**config.mk**
```make
export PLATFORM = sky130hd
export DESIGN_NAME = ep2p_recip
export DESIGN_NICKNAME = d
export VERILOG_FILES = /design/src/sv/ep2p_pkg.sv /design/src/sv/ep2p_recip.sv
export SDC_FILE = /design/constraint.sdc
export NUM_CORES = 1
export LEC_CHECK = 0
export BUFFER_PORTS_ARGS = -buffer_cell sky130_fd_sc_hd__clkbuf_2
export CAP_MARGIN = 20
export CORE_ASPECT_RATIO = 1.2
export CORE_UTILIZATION = 28
export CTS_BUF_LIST = sky130_fd_sc_hd__clkbuf_2
export DETAILED_ROUTE_END_ITERATION = 7
export GPL_TIMING_DRIVEN = 1
export PLACE_DENSITY_LB_ADDON = 0.15
export SLEW_MARGIN = 15
export SYNTH_ARGS = -nofsm -noshare
export SYNTH_HDL_FRONTEND = slang
export SYNTH_SLANG_ARGS = --single-unit
```
**constraint.sdc**
```tcl
create_clock -name clk -period 5.82 [get_ports clk]
set_input_delay 0.291 -clock clk [delete_from_list [all_inputs] [get_ports clk]]
set_output_delay 0.291 -clock clk [all_outputs]
set_load 0.005 [all_outputs]
```
**src/sv/ep2p_pkg.sv**
```systemverilog
// Shared constants and types for the ideal-gas primitive-to-flow converter.
// No dependencies.
package ep2p_pkg;

  localparam int unsigned SQRT_STAGES = 32;
  localparam int unsigned QBITS       = 49;

  localparam logic [30:0] GAS_RESET  = 31'd18811847;
  localparam logic [17:0] HEAT_RESET = 18'd91750;
  localparam logic [17:0] G_MIN      = 18'd65537;
  localparam logic [17:0] ONE_Q16    = 18'd65536;

  localparam logic [1:0] REG_GAS  = 2'd0;
  localparam logic [1:0] REG_HEAT = 2'd1;

  typedef enum logic [1:0] {
    ST_OK      = 2'd0,
    ST_NEG_ARG = 2'd1,
    ST_SAT     = 2'd2
  } status_t;

endpackage

```
**src/sv/ep2p_recip.sv**
```systemverilog
// Bit-serial reciprocal: quotient = floor(2^48 / divisor), one bit per cycle.
// Depends on ep2p_pkg.
module ep2p_recip import ep2p_pkg::*; (
  input  logic             clk,
  input  logic             rst,
  input  logic             start,
  input  logic [17:0]      divisor,
  output logic             busy,
  output logic [QBITS-1:0] quotient
);

  logic [5:0]  cnt;
  logic [17:0] rem;
  logic [18:0] rem_sh;
  logic        ge;
  logic [18:0] diff;

  assign rem_sh = {rem, (cnt == 6'(QBITS - 1))};
  assign ge     = rem_sh >= {1'b0, divisor};
  assign diff   = rem_sh - {1'b0, divisor};

  always_ff @(posedge clk) begin
    if (rst) begin
      busy <= 1'b0;
    end else if (start) begin
      busy     <= 1'b1;
      cnt      <= 6'(QBITS - 1);
      rem      <= '0;
      quotient <= '0;
    end else if (busy) begin
      rem      <= ge ? diff[17:0] : rem_sh[17:0];
      quotient <= {quotient[QBITS-2:0], ge};
      if (cnt == 6'd0) begin
        busy <= 1'b0;
      end else begin
        cnt <= cnt - 6'd1;
      end
    end
  end

endmodule

```
# Word level (Yosys, flattened, before mapping)
# Index checks and enable logic that the tools add are counted.
# classes
add_sub_neg	2
magnitude_cmp	1
n_eq_ne	2
mux	8
n_bitwise	1
n_reduce_logical	4
# op_table
cell	count
two-way mux 49 bit	1
two-way mux 18 bit	2
>= comparator 19 x 18 -> 1 bit	1
subtractor 18 bit	1
two-way mux 6 bit	2
== test 6 bit (second input constant)	1
zero test 6 bit	1
subtractor 6 x 1 -> 6 bit (second input constant)	1
two-way mux 1 bit	3
AND reduction 3 bit	1
inequality test 2 bit (second input constant)	1
AND reduction 2 bit	1
nonzero test 2 bit	1
inverter 1 bit	1
# totals
ff_bits	74
input_bits	21
output_inout_bits	50
wordCells	22

# Longest topological paths before layout
# logic_depth
word_depth	4
mapped_depth	11
ltp_nobuf	11

# Least setup slack after synthesis
# No wires, ideal clock.
# synth_path
path_type	input -> register
startpoint	input port start
endpoint	register cnt[0], enable pin
setup_time_ns	0.324
arrival_time_ns	3.939
required_time_ns	5.496
slack_ns	1.557
path_stages	4
n_path_buf	1
cell_sequence	buf_6 nor2_1 nor2_1 o41a_1
# synth_between
elab_chain_cells	2
elab_cells_between_ends	3
cone_classes	eq/ne (1); reduce/logical (2)
# synth_rtl
element	line_no	source
from (decl)	ep2p_recip.sv:6	input logic start,
inequality test 2 bit (no line) or nonzero test 2 bit (tied branches)	n/a	
AND reduction 3 bit (no line) *	n/a	
to (signal assigned)	ep2p_recip.sv:27	cnt <= 6'(QBITS - 1);
to (signal assigned)	ep2p_recip.sv:36	cnt <= cnt - 6'd1;
to (decl)	ep2p_recip.sv:12	logic [5:0] cnt;
# Mark *: on every way between the ends. The rest lies on a longest branch, timed or not.
# A chain may end at the register's enable or synchronous reset.

# Worst setup path after layout
# layout_path
startpoint	register cnt[0]
endpoint	register rem[0], data pin
# layout_between
elab_chain_cells	4
elab_cells_between_ends	5
cone_classes	add/sub (1); order compare (1); eq/ne (1); mux (2)
# layout_rtl
element	line_no	source
== test 6 bit *	ep2p_recip.sv:18	assign rem_sh = {rem, (cnt == 6'(QBITS - 1))};
subtractor 18 bit or >= comparator 19 x 18 -> 1 bit (tied branches)	ep2p_recip.sv:20, ep2p_recip.sv:19	
two-way mux 18 bit *	ep2p_recip.sv:31	rem <= ge ? diff[17:0] : rem_sh[17:0];
two-way mux 18 bit *	ep2p_recip.sv:30	end else if (busy) begin
to (signal assigned)	ep2p_recip.sv:31	
to (decl)	ep2p_recip.sv:13	logic [17:0] rem;
# Mark *: on every way between the ends. The rest lies on a longest branch, timed or not. The select of a mux whose other input is x is not followed.

==> flow_summary.json <==
{
  "status": "completed",
  "maxSlewHeadroom": 0.442,
  "fin_crit_sh": 0.535,
  "finClkSkew_ns": 0.0409,
  "die_h_um": 137,
  "ant_nets": 0,
  "grt_max_degree": 77,
  "wl_mm": 10.0,
  "seqCellArea_sq_um": 2210,
  "crit_fanout": 16,
  "vias": 3053,
  "netSwitchingFraction": 0.320,
  "clk_latency_ns": 0.60,
  "tns_ns": 0,
  "routedWlPerCell_um": 15.5,
  "power.switching_uw": 404,
  "yosysTopAreaCell": "edfxtp_1",
  "rows": 49,
  "multiInputGateArea_sq_um": 1860,
  "netlist.area_leader.share": 0.514,
  "drtIter0Drc": 110,
  "ys.flop_type": "edfxtp_1",
  "finalSetupViolations": 0,
  "clkPwrFrac": 0.240,
  "hold_viol": 0,
  "final_common_cell": "clkbuf_2",
  "yosys-top-cells-area": "edfxtp_1 51%, nor2b_1 7.5%, ha_1 5.9%",
  "path_clk_slew_ns": 0.22,
  "peakVddDrop_uv": 122,
  "rsz0062_at_grt": "no",
  "power_density_nw_per_um2": 256,
  "first_global_vias": 3056,
  "cp.required_ns": 6.26,
  "syn_inst": 369,
  "p_int_uw": 858,
  "fmax_mhz": 321,
  "clockBufferDepth": 2,
  "place_congestion": 0.779,
  "synth_cell_types": 67,
  "min_path_type": "input pin to flop",
  "ys_ff_latch": 74,
  "power_leakage_nw": 1.90,
  "cts_tree": "built",
  "combPwrFrac": 0.242,
  "drv_cap": 0,
  "startpoint_type": "flop",
  "whs_ns": 0.161,
  "die_w_um": 115,
  "final_nets": 479,
  "period_minus_slack_ns": 3.11,
  "grt_pass1_wl_mm": 16.0,
  "cts_buffers": 9,
  "yosys_warnings": 0,
  "slew_viol_final": 0,
  "overflow": 0,
  "grt.total_usage": 0.137,
  "area_growth_pct": 15.4,
  "design.core.area_sq_um": 15000,
  "fill_cells": 1587,
  "cts.sinks": 74,
  "dpl.hpwl_mm": 6.84,
  "netlist_area_sq_um": 4270,
  "root_buffer": "clkbuf_2",
  "synth_nets": 411,
  "port_buffers": 70,
  "io_pins": 71,
  "seq_area_frac_synth": 0.519,
  "start_util": 0.285,
  "layout_common_cells": "79 x clkbuf_2, 73 x edfxtp_1, 51 x nor2b_1",
  "synth_edf_count": 73,
  "sequentialPowerShare": 0.518,
  "setup.worst_path.class": "flop to flop",
  "async_flop_share": 0,
  "dr.pass1.iters": 4,
  "avgViaCountPerCell": 4.73,
  "drcViolationCount": 0,
  "synth.avg_cell_area_sq_um": 11.6,
  "antennaDiodeCount": 0,
  "worstMarginPinSlew_ns": 0.837,
  "cp.arrival_ns": 3.55,
  "crit_path_end_kind": "flop",
  "grt_antenna_before_repair": 0,
  "drive_gt1_frac": 0.274,
  "dieArea_sq_um": 15700,
  "htree_levels": 3
}
## layout make-up
type,count,area share
clock buffer,9,0.00915
clock inverter,7,0.0140
inverter,22,0.0168
multi-input combinational,256,0.378
sequential,74,0.449
tap,204,0.0519
timing repair buffer,74,0.0803
## synthesized netlist by cell type (6+ instances only)
cell / number
nand2_1: 6
edfxtp_1: 73
nor2_1: 17
nand3_1: 13
o211ai_1: 6
nor2b_1: 51
ha_1: 20
nor3_1: 7
a21o_1: 8
a211oi_1: 6
o21a_1: 6
clkbuf_1: 7
inv_1: 22
o21ai_0: 8
a21oi_1: 22
## logic make-up after synthesis
kind of cell             share of synthesized area
AND/OR/NAND/NOR                              0.177
adder cells (fa/ha/maj)                     0.0634
multiplexers                               0.00235
flip-flops                                   0.519
buffers and inverters                       0.0463
XOR/XNOR                                    0.0185
AO/OA/AOI/OAI                                0.174
## power by group through the flow
| stage | clock [mW] | sequential (mW) | combinational [mW] |
|---|---|---|---|
| after floorplan | 0 | 0.665 | 0.228 |
| after global placement | 0 | 0.666 | 0.305 |
| final | 0.303 | 0.654 | 0.306 |
| after CTS | 0.317 | 0.655 | 0.306 |
| after detailed placement | 0 | 0.665 | 0.305 |
| after global routing | 0.334 | 0.660 | 0.341 |
## metrics by stage
| stage | cells | instance area (sq um) | util | worst slack, ns | power (mW) |
|---|---|---|---|---|---|
| 3_3_place_gp | 628 | 4780 | 0.319 | 2.84 | 0.972 |
| 4_1_cts | 644 | 4890 | 0.327 | 2.68 | 1.28 |
| 6_report | 646 | 4920 | 0.329 | 2.71 | 1.26 |
| 2_1_floorplan | 369 | 4270 | - | 1.56 | 0.893 |
| 5_1_grt | 646 | 4920 | 0.329 | 2.45 | 1.33 |
| 3_5_place_dp | 628 | 4780 | 0.319 | 2.73 | 0.971 |
## worst max-delay path, stage by stage, from the launching register on
cell       delay (ns)
edfxtp_1         0.42
inv_1            0.07
ha_1             0.21
nand4_1          0.10
ha_1             0.21
and2b_1          0.20
o2111ai_1        0.38
a21boi_2         0.16
o21ai_2          0.69
nand2_2          0.26
a211oi_2         0.26
## sequential cells by signal (all words and copies together), names as in the netlist
signal,cells
quotient,49
busy,1
rem,18
cnt,6
## worst paths after layout
path	start	endpoint	slack [ns]	depth (start not counted)
worst max register to register	cnt[0]$_SDFFCE_PP0P_	rem[0]$_SDFFCE_PP0P_	2.71	10
worst min-delay path	divisor[0]	rem[0]$_SDFFCE_PP0P_	0.16	3
worst max-delay path	cnt[0]$_SDFFCE_PP0P_	rem[0]$_SDFFCE_PP0P_	2.71	10
worst min register to register	quotient[44]$_SDFFCE_PP0P_	quotient[45]$_SDFFCE_PP0P_	0.55	1
## repair_timing
action	4_1_cts	5_1_grt
gates resized for setup	0	0
buffers inserted	0	0
hold buffers	0	1
endpoints found under the hold margin	0	1
## layer usage
layer	up-vias	part of all wire	track usage
met3	16	0.049	0.0339
met5	-	0	0
met2	79	0.49	0.229
li1	1510	-	-
met1	1448	0.44	0.164
met4	0	0.021	0.0693
Power figures use the tool's default switching activity.
