## config.mk

```make
export PLATFORM = sky130hd
export DESIGN_NAME = ep2p_isqrt
export DESIGN_NICKNAME = d
export VERILOG_FILES = /design/src/sv/ep2p_pkg.sv /design/src/sv/ep2p_isqrt.sv
export SDC_FILE = /design/constraint.sdc
export NUM_CORES = 2
export LEC_CHECK = 0
export CORE_UTILIZATION = 60
export CTS_BUF_LIST = sky130_fd_sc_hd__clkbuf_8
export DETAILED_ROUTE_END_ITERATION = 12
export DONT_BUFFER_PORTS = 1
export PLACE_DENSITY = 0.75
export SLEW_MARGIN = 40
export SYNTH_ARGS = -nofsm -noshare
export SYNTH_HDL_FRONTEND = slang
export SYNTH_SLANG_ARGS = --single-unit
export TNS_END_PERCENT = 50
```

## constraint.sdc

```tcl
create_clock -name clk -period 11.4 [get_ports clk]
set_clock_uncertainty 0.2 [all_clocks]
set_input_delay 0.57 -clock clk [delete_from_list [all_inputs] [get_ports clk]]
set_output_delay 0.57 -clock clk [all_outputs]
set_load 0.03 [all_outputs]
```

## src/sv/ep2p_pkg.sv

```systemverilog
// Shared constants and types for the ideal-gas primitive-to-flow converter.
// No dependencies.
package ep2p_pkg;

  localparam int unsigned SQRT_STAGES = 32;
  localparam int unsigned QBITS       = 49;

  localparam logic [30:0] GAS_RESET  = 31'd18811847;
  localparam logic [17:0] HEAT_RESET = 18'd91750;
  localparam logic [17:0] G_MIN      = 18'd65537;
  localparam logic [17:0] ONE_Q16    = 18'd65536;

  localparam logic [1:0] REG_GAS  = 2'd0;
  localparam logic [1:0] REG_HEAT = 2'd1;

  typedef enum logic [1:0] {
    ST_OK      = 2'd0,
    ST_NEG_ARG = 2'd1,
    ST_SAT     = 2'd2
  } status_t;

endpackage

```

## src/sv/ep2p_isqrt.sv

```systemverilog
// Pipelined floor square root of a 64-bit value, one root bit per stage.
// Depends on ep2p_pkg.
module ep2p_isqrt import ep2p_pkg::*; (
  input  logic        clk,
  input  logic        en,
  input  logic [63:0] radicand,
  output logic [31:0] root
);

  logic [63:0] xr [SQRT_STAGES];
  logic [63:0] rr [SQRT_STAGES];

  for (genvar j = 0; j < SQRT_STAGES; j++) begin : g_stage
    localparam logic [63:0] BITC = 64'd1 << (62 - 2 * j);
    logic [63:0] xi;
    logic [63:0] ri;
    logic [63:0] trial;

    if (j == 0) begin : g_first
      assign xi = radicand;
      assign ri = '0;
    end else begin : g_rest
      assign xi = xr[j-1];
      assign ri = rr[j-1];
    end

    assign trial = ri + BITC;

    always_ff @(posedge clk) begin
      if (en) begin
        if (xi >= trial) begin
          xr[j] <= xi - trial;
          rr[j] <= (ri >> 1) + BITC;
        end else begin
          xr[j] <= xi;
          rr[j] <= ri >> 1;
        end
      end
    end
  end

  assign root = rr[SQRT_STAGES-1][31:0];

endmodule
```

# ---- Word level (Yosys, flattened, before mapping)
# Memory sizes are Yosys's and may differ from the RTL's.
# Cells that the tools add are included.
dict set report totals {
  ff_bits 0
  ram_bits 4096
  inputBits 66
  out_inout_bits 32
  word_cells 448
  mem_count 2
}
# memory depth word_bits rd rd_ports_with_merged_regs write_ports line_no
set mem_list {}
lappend mem_list {rr 32 64 32 0 32 ep2p_isqrt.sv:11} ;# logic [63:0] rr [SQRT_STAGES];
lappend mem_list {xr 32 64 31 0 32 ep2p_isqrt.sv:10} ;# logic [63:0] xr [SQRT_STAGES];
dict set report classes {
  n_addsub 94
  n_lt_le_gt_ge 32
  n_mux 256
  bitwise_logic 64
}
# op n
set ops {}
lappend ops {{two-way mux 64 bit} 64}
lappend ops {{>= comparator 64 bit} 31}
lappend ops {{subtractor 64 bit} 31}
lappend ops {{two-way mux 1 bit} 192}
lappend ops {{adder 63 x 1 -> 64 bit, second input constant} 1}
lappend ops {{adder 63 x 11 -> 64 bit, second input constant} 1}
lappend ops {{adder 63 x 13 -> 64 bit, second input constant} 1}
lappend ops {{adder 63 x 15 -> 64 bit, second input constant} 1}
lappend ops {{adder 63 x 17 -> 64 bit, second input constant} 1}
lappend ops {{adder 63 x 19 -> 64 bit, second input constant} 1}
lappend ops {{adder 63 x 21 -> 64 bit, second input constant} 1}
lappend ops {{adder 63 x 23 -> 64 bit, second input constant} 1}
lappend ops {{adder 63 x 25 -> 64 bit, second input constant} 1}
lappend ops {{adder 63 x 27 -> 64 bit, second input constant} 1}
lappend ops {{adder 63 x 29 -> 64 bit, second input constant} 1}
lappend ops {{adder 63 x 3 -> 64 bit, second input constant} 1}
lappend ops {{adder 63 x 31 -> 64 bit, second input constant} 1}
lappend ops {{adder 63 x 33 -> 64 bit, second input constant} 1}
lappend ops {{adder 63 x 35 -> 64 bit, second input constant} 1}
lappend ops {{adder 63 x 37 -> 64 bit, second input constant} 1}
lappend ops {{adder 63 x 39 -> 64 bit, second input constant} 1}
lappend ops {{adder 63 x 41 -> 64 bit, second input constant} 1}
lappend ops {{adder 63 x 43 -> 64 bit, second input constant} 1}
lappend ops {{adder 63 x 45 -> 64 bit, second input constant} 1}
lappend ops {{45 further kinds} 108}

# ---- Longest topological paths before layout
# An unclocked memory read counts as a cell.
dict set report depth {
  ltp_word 7
  depth_mapped 15
  mapped_depth_nobuf 13
}

# ---- Least setup slack after synthesis
# OpenSTA, ideal clock, no wires.
dict set report synth_timing {
  path_kind {in2reg}
  start {input port en}
  end {memory rr[28][6], in the netlist rr[1][774], enable pin}
  setup_ns 0.485
  t_arrival_ns 3.951
  required_ns 10.715
  slack_ns 6.764
  stages 4
  path_buffers 4
  cell_sequence {clkbuf_1 clkbuf_1 clkbuf_1 clkbuf_1}
}
# element line_no
set synth_rtl {}
lappend synth_rtl {{start, declared} ep2p_isqrt.sv:5} ;# input logic en,
lappend synth_rtl {{end, declared} ep2p_isqrt.sv:11}

==> metrics.yaml <==
powerDensity_nw_per_um2: 192.6
synth_edf_count: 2512
syn_area_per_cell_um2: 12.53
fin_crit_sh_pct: 47.92
dp_hpwl_um: 223500
min_from: "radicand[63]"
cts_sinks: 2512
clock_path_buffers: 4
synth_compound_area_share_pct: 9.555
worst-setup-path-type: "in -> reg"
critPathLaunchType: "input pin"
yosys_warnings: 0
core.rowCount: 164
synth_simple_gate_area_share_pct: 12.14
clkLatencyLatePin_ps: 1140
grt_util_all_layers_pct: 29.84
path_cells: "dlygate4sd3_1 > buf_16 > buf_16 > buf_16 > buf_16 > buf_16 > buf_16 > buf_16 > buf_16 > nand2_1 > nor2_1 > xnor2_1 > dlygate4sd3_1"
r2r_slack_ps: 6170
port_buffers: 0
antenna_found_initial: 15
ys.flop_type: "edfxtp_1"
synth_mux_area_share_pct: 0.5954
cts_made_buffers: 408
cts_resized: 0
cpMostUsedCell: "buf_16"
worst_pin_slew_ps: 941.2
drive_above_1_share_pct: 6.981
vdd_drop_max_uv: 135.6
required_ps: 12080
top_level_ports: 98
nets: 10620
async_reset_ff_share_pct: 0
routedWlPerCell_um: 23.59
synth_area_um2: 120400
die_y_um: 450.0
synth_xor_area_share_pct: 6.387
antenna_left: 0
viasPerCell: 6.153
wl_um: 305700
start_util_pct: 60.31
synth_top_family_by_area: "simple AND/OR/NAND/NOR gates"
rsz0062_at_grt: "false"
final-max-slew-violation-count: 0
cp-end-kind: "flip-flop"
path_buf_inv: 10
synth_nets: 10240
grt_pass1_vias: 76440
drcViolationCount: 0
vias: 79720
synth_fa_ha_area_share_pct: 5.799
whs_ps: 130.3
overflow: 0
post-route-min-period_ps: 5462
tns_ps: 0
seq_area_frac_synth_pct: 62.65
cts_tree: "yes"
fmax_mhz: 183.1
r2r_cells: 10
synth-seq-cells: 2512
gp_congestion: 0.9596
cpLargestDelayFamily: "buffers and inverters"
reg2reg_from: "xr[1][876]"
r2r-end: "xr[1][957]"
first_pass_iters: 8
ys_types: 96
areaGrowthSynthToFinish_pct: 10.23
postCtsSetupBuffers: 0
die_w_um: 450.0
maxSlewHeadroom_pct: 36.57
hold_path_depth: 3
holdCritPathClass: "in -> reg"
cp_max_fo: 122
grt_pass1_wl_um: 460500
hold_violations: 0
htreeDepth: 5
setup_viol: 0
outcome: "completed"
cts_root_buffer: "clkbuf_8"
slowest_delay_ps: 720
slowest_stage: "dlygate4sd3_1"
p_leak_nw: 50.19
syn_inst: 9611
grt_max_degree: 132
path_clk_slew_ps: 70
drt-initial-drc-count: 9290
coreArea_um2: 199700
die-area_um2: 202500
whs_endpoint: "xr[0][63]"
cap_violations: 0
cp_data_arrival_time_ps: 6150
==> cells in the mapped netlist (142+ instances only) <==
cell type / n / area [um^2]
clkbuf_1: 192 / 720.7
o21ai_0: 537 / 2688
xnor2_1: 410 / 3591
nand3_1: 165 / 825.8
nand4_1: 142 / 888.4
xor2_1: 468 / 4099
edfxtp_1: 2512 / 75430
ha_1: 558 / 6982
nand2_1: 695 / 2609
a21oi_1: 532 / 2663
nor4_1: 359 / 2246
nor2_1: 556 / 2087
inv_1: 701 / 2631
nor3_1: 257 / 1286
a21o_1: 242 / 1817
==> how the worst max path moves through the flow <==
stage / startpoint / to / slack (ps) / depth (start not counted)
after floorplan: en / rr[1][774] / 6760 / 4
after global placement: en / xr[0][319] / 4350 / 11
after detailed placement: en / xr[1][187] / 6000 / 14
after CTS: en / xr[0][62] / 6250 / 13
after global routing: xr[1][340] / xr[1][437] / 5830 / 12
final: en / xr[0][62] / 5940 / 13
==> layer usage <==
metal	wire length [um]	GRT usage, %
met1	134400	44.41
met2	133400	44.37
met5	0	0
met3	29510	6.164
met4	8321	8.764
==> repair_timing <==
item,in CTS,in global routing
hold buffers,128,0
setup endpoints to repair,0,0
hold endpoints to repair,159,0
==> worst min-delay path: cells and delay by family <==
kind	cells	cell delay [ps]
buf+inv	2	610
mux	1	150
==> layout by cell type, fill, tap and decap left out, types with 49 or more instances in the layout <==
cell | synthesis | routed
or4_1 | 59 | 59
nor2b_1 | 64 | 64
nor3_1 | 257 | 255
nand3_1 | 165 | 165
edfxtp_1 | 2512 | 2512
nand2b_1 | 112 | 110
xnor2_1 | 410 | 410
nand4_1 | 142 | 142
a21o_1 | 242 | 242
o21a_1 | 100 | 100
clkinv_1 | 1 | 105
o21bai_1 | 52 | 52
mux2_2 | 53 | 53
or3_1 | 118 | 118
inv_1 | 701 | 825
o21ai_0 | 537 | 533
clkbuf_8 | 0 | 415
xor2_1 | 468 | 468
a21oi_1 | 532 | 532
nand2_1 | 695 | 695
dlygate4sd3_1 | 0 | 128
o31ai_1 | 49 | 49
nor2_1 | 556 | 555
ha_1 | 558 | 558
nor4_1 | 359 | 337
==> flip-flops by register name, indices dropped and copies added (netlist names) <==
register	count
rr	528
xr	1984
==> report_power, final <==
group	switching, mW	internal, mW	total [mW]	leakage [nW]
sequential	1.07	11.7	12.8	24.2
clock	3.54	3.67	7.21	4.17
combinational	3.39	2.20	5.59	21.9
==> layout make-up <==
class | count | area, um^2
sequential | 2512 | 75430
tap | 2656 | 3323
antenna | 15 | 37.54
multi-input combinational | 6182 | 41780
timing repair buffer | 186 | 2281
inverter | 703 | 2640
fill | 14410 | 66930
clock buffer | 415 | 5712
clock inverter | 287 | 1520
==> kinds of logic after synthesis <==
| group | Yosys count |
|---|---|
| flops | 2512 |
| mux | 65 |
| simple gates | 2832 |
| compound gates | 1849 |
| xor+xnor | 878 |
| fa+ha+maj | 558 |
| buf+inv | 917 |
==> stage by stage <==
stage | setup slack, ps | power [mW] | utilization [%] | cells | cell area [um^2]
4_1_cts | 6249 | 25.49 | 66.44 | 12940 | 132700
6_report | 5938 | 25.57 | 66.48 | 12960 | 132700
2_1_floorplan | 6764 | 16.41 | - | 9611 | 120400
5_1_grt | 5832 | 26.70 | 66.47 | 12950 | 132700
3_5_place_dp | 5999 | 18.29 | 62.18 | 12110 | 124100
3_3_place_gp | 4350 | 18.18 | 61.85 | 12090 | 123500
Note: power is estimated with default switching activity, not from simulation.
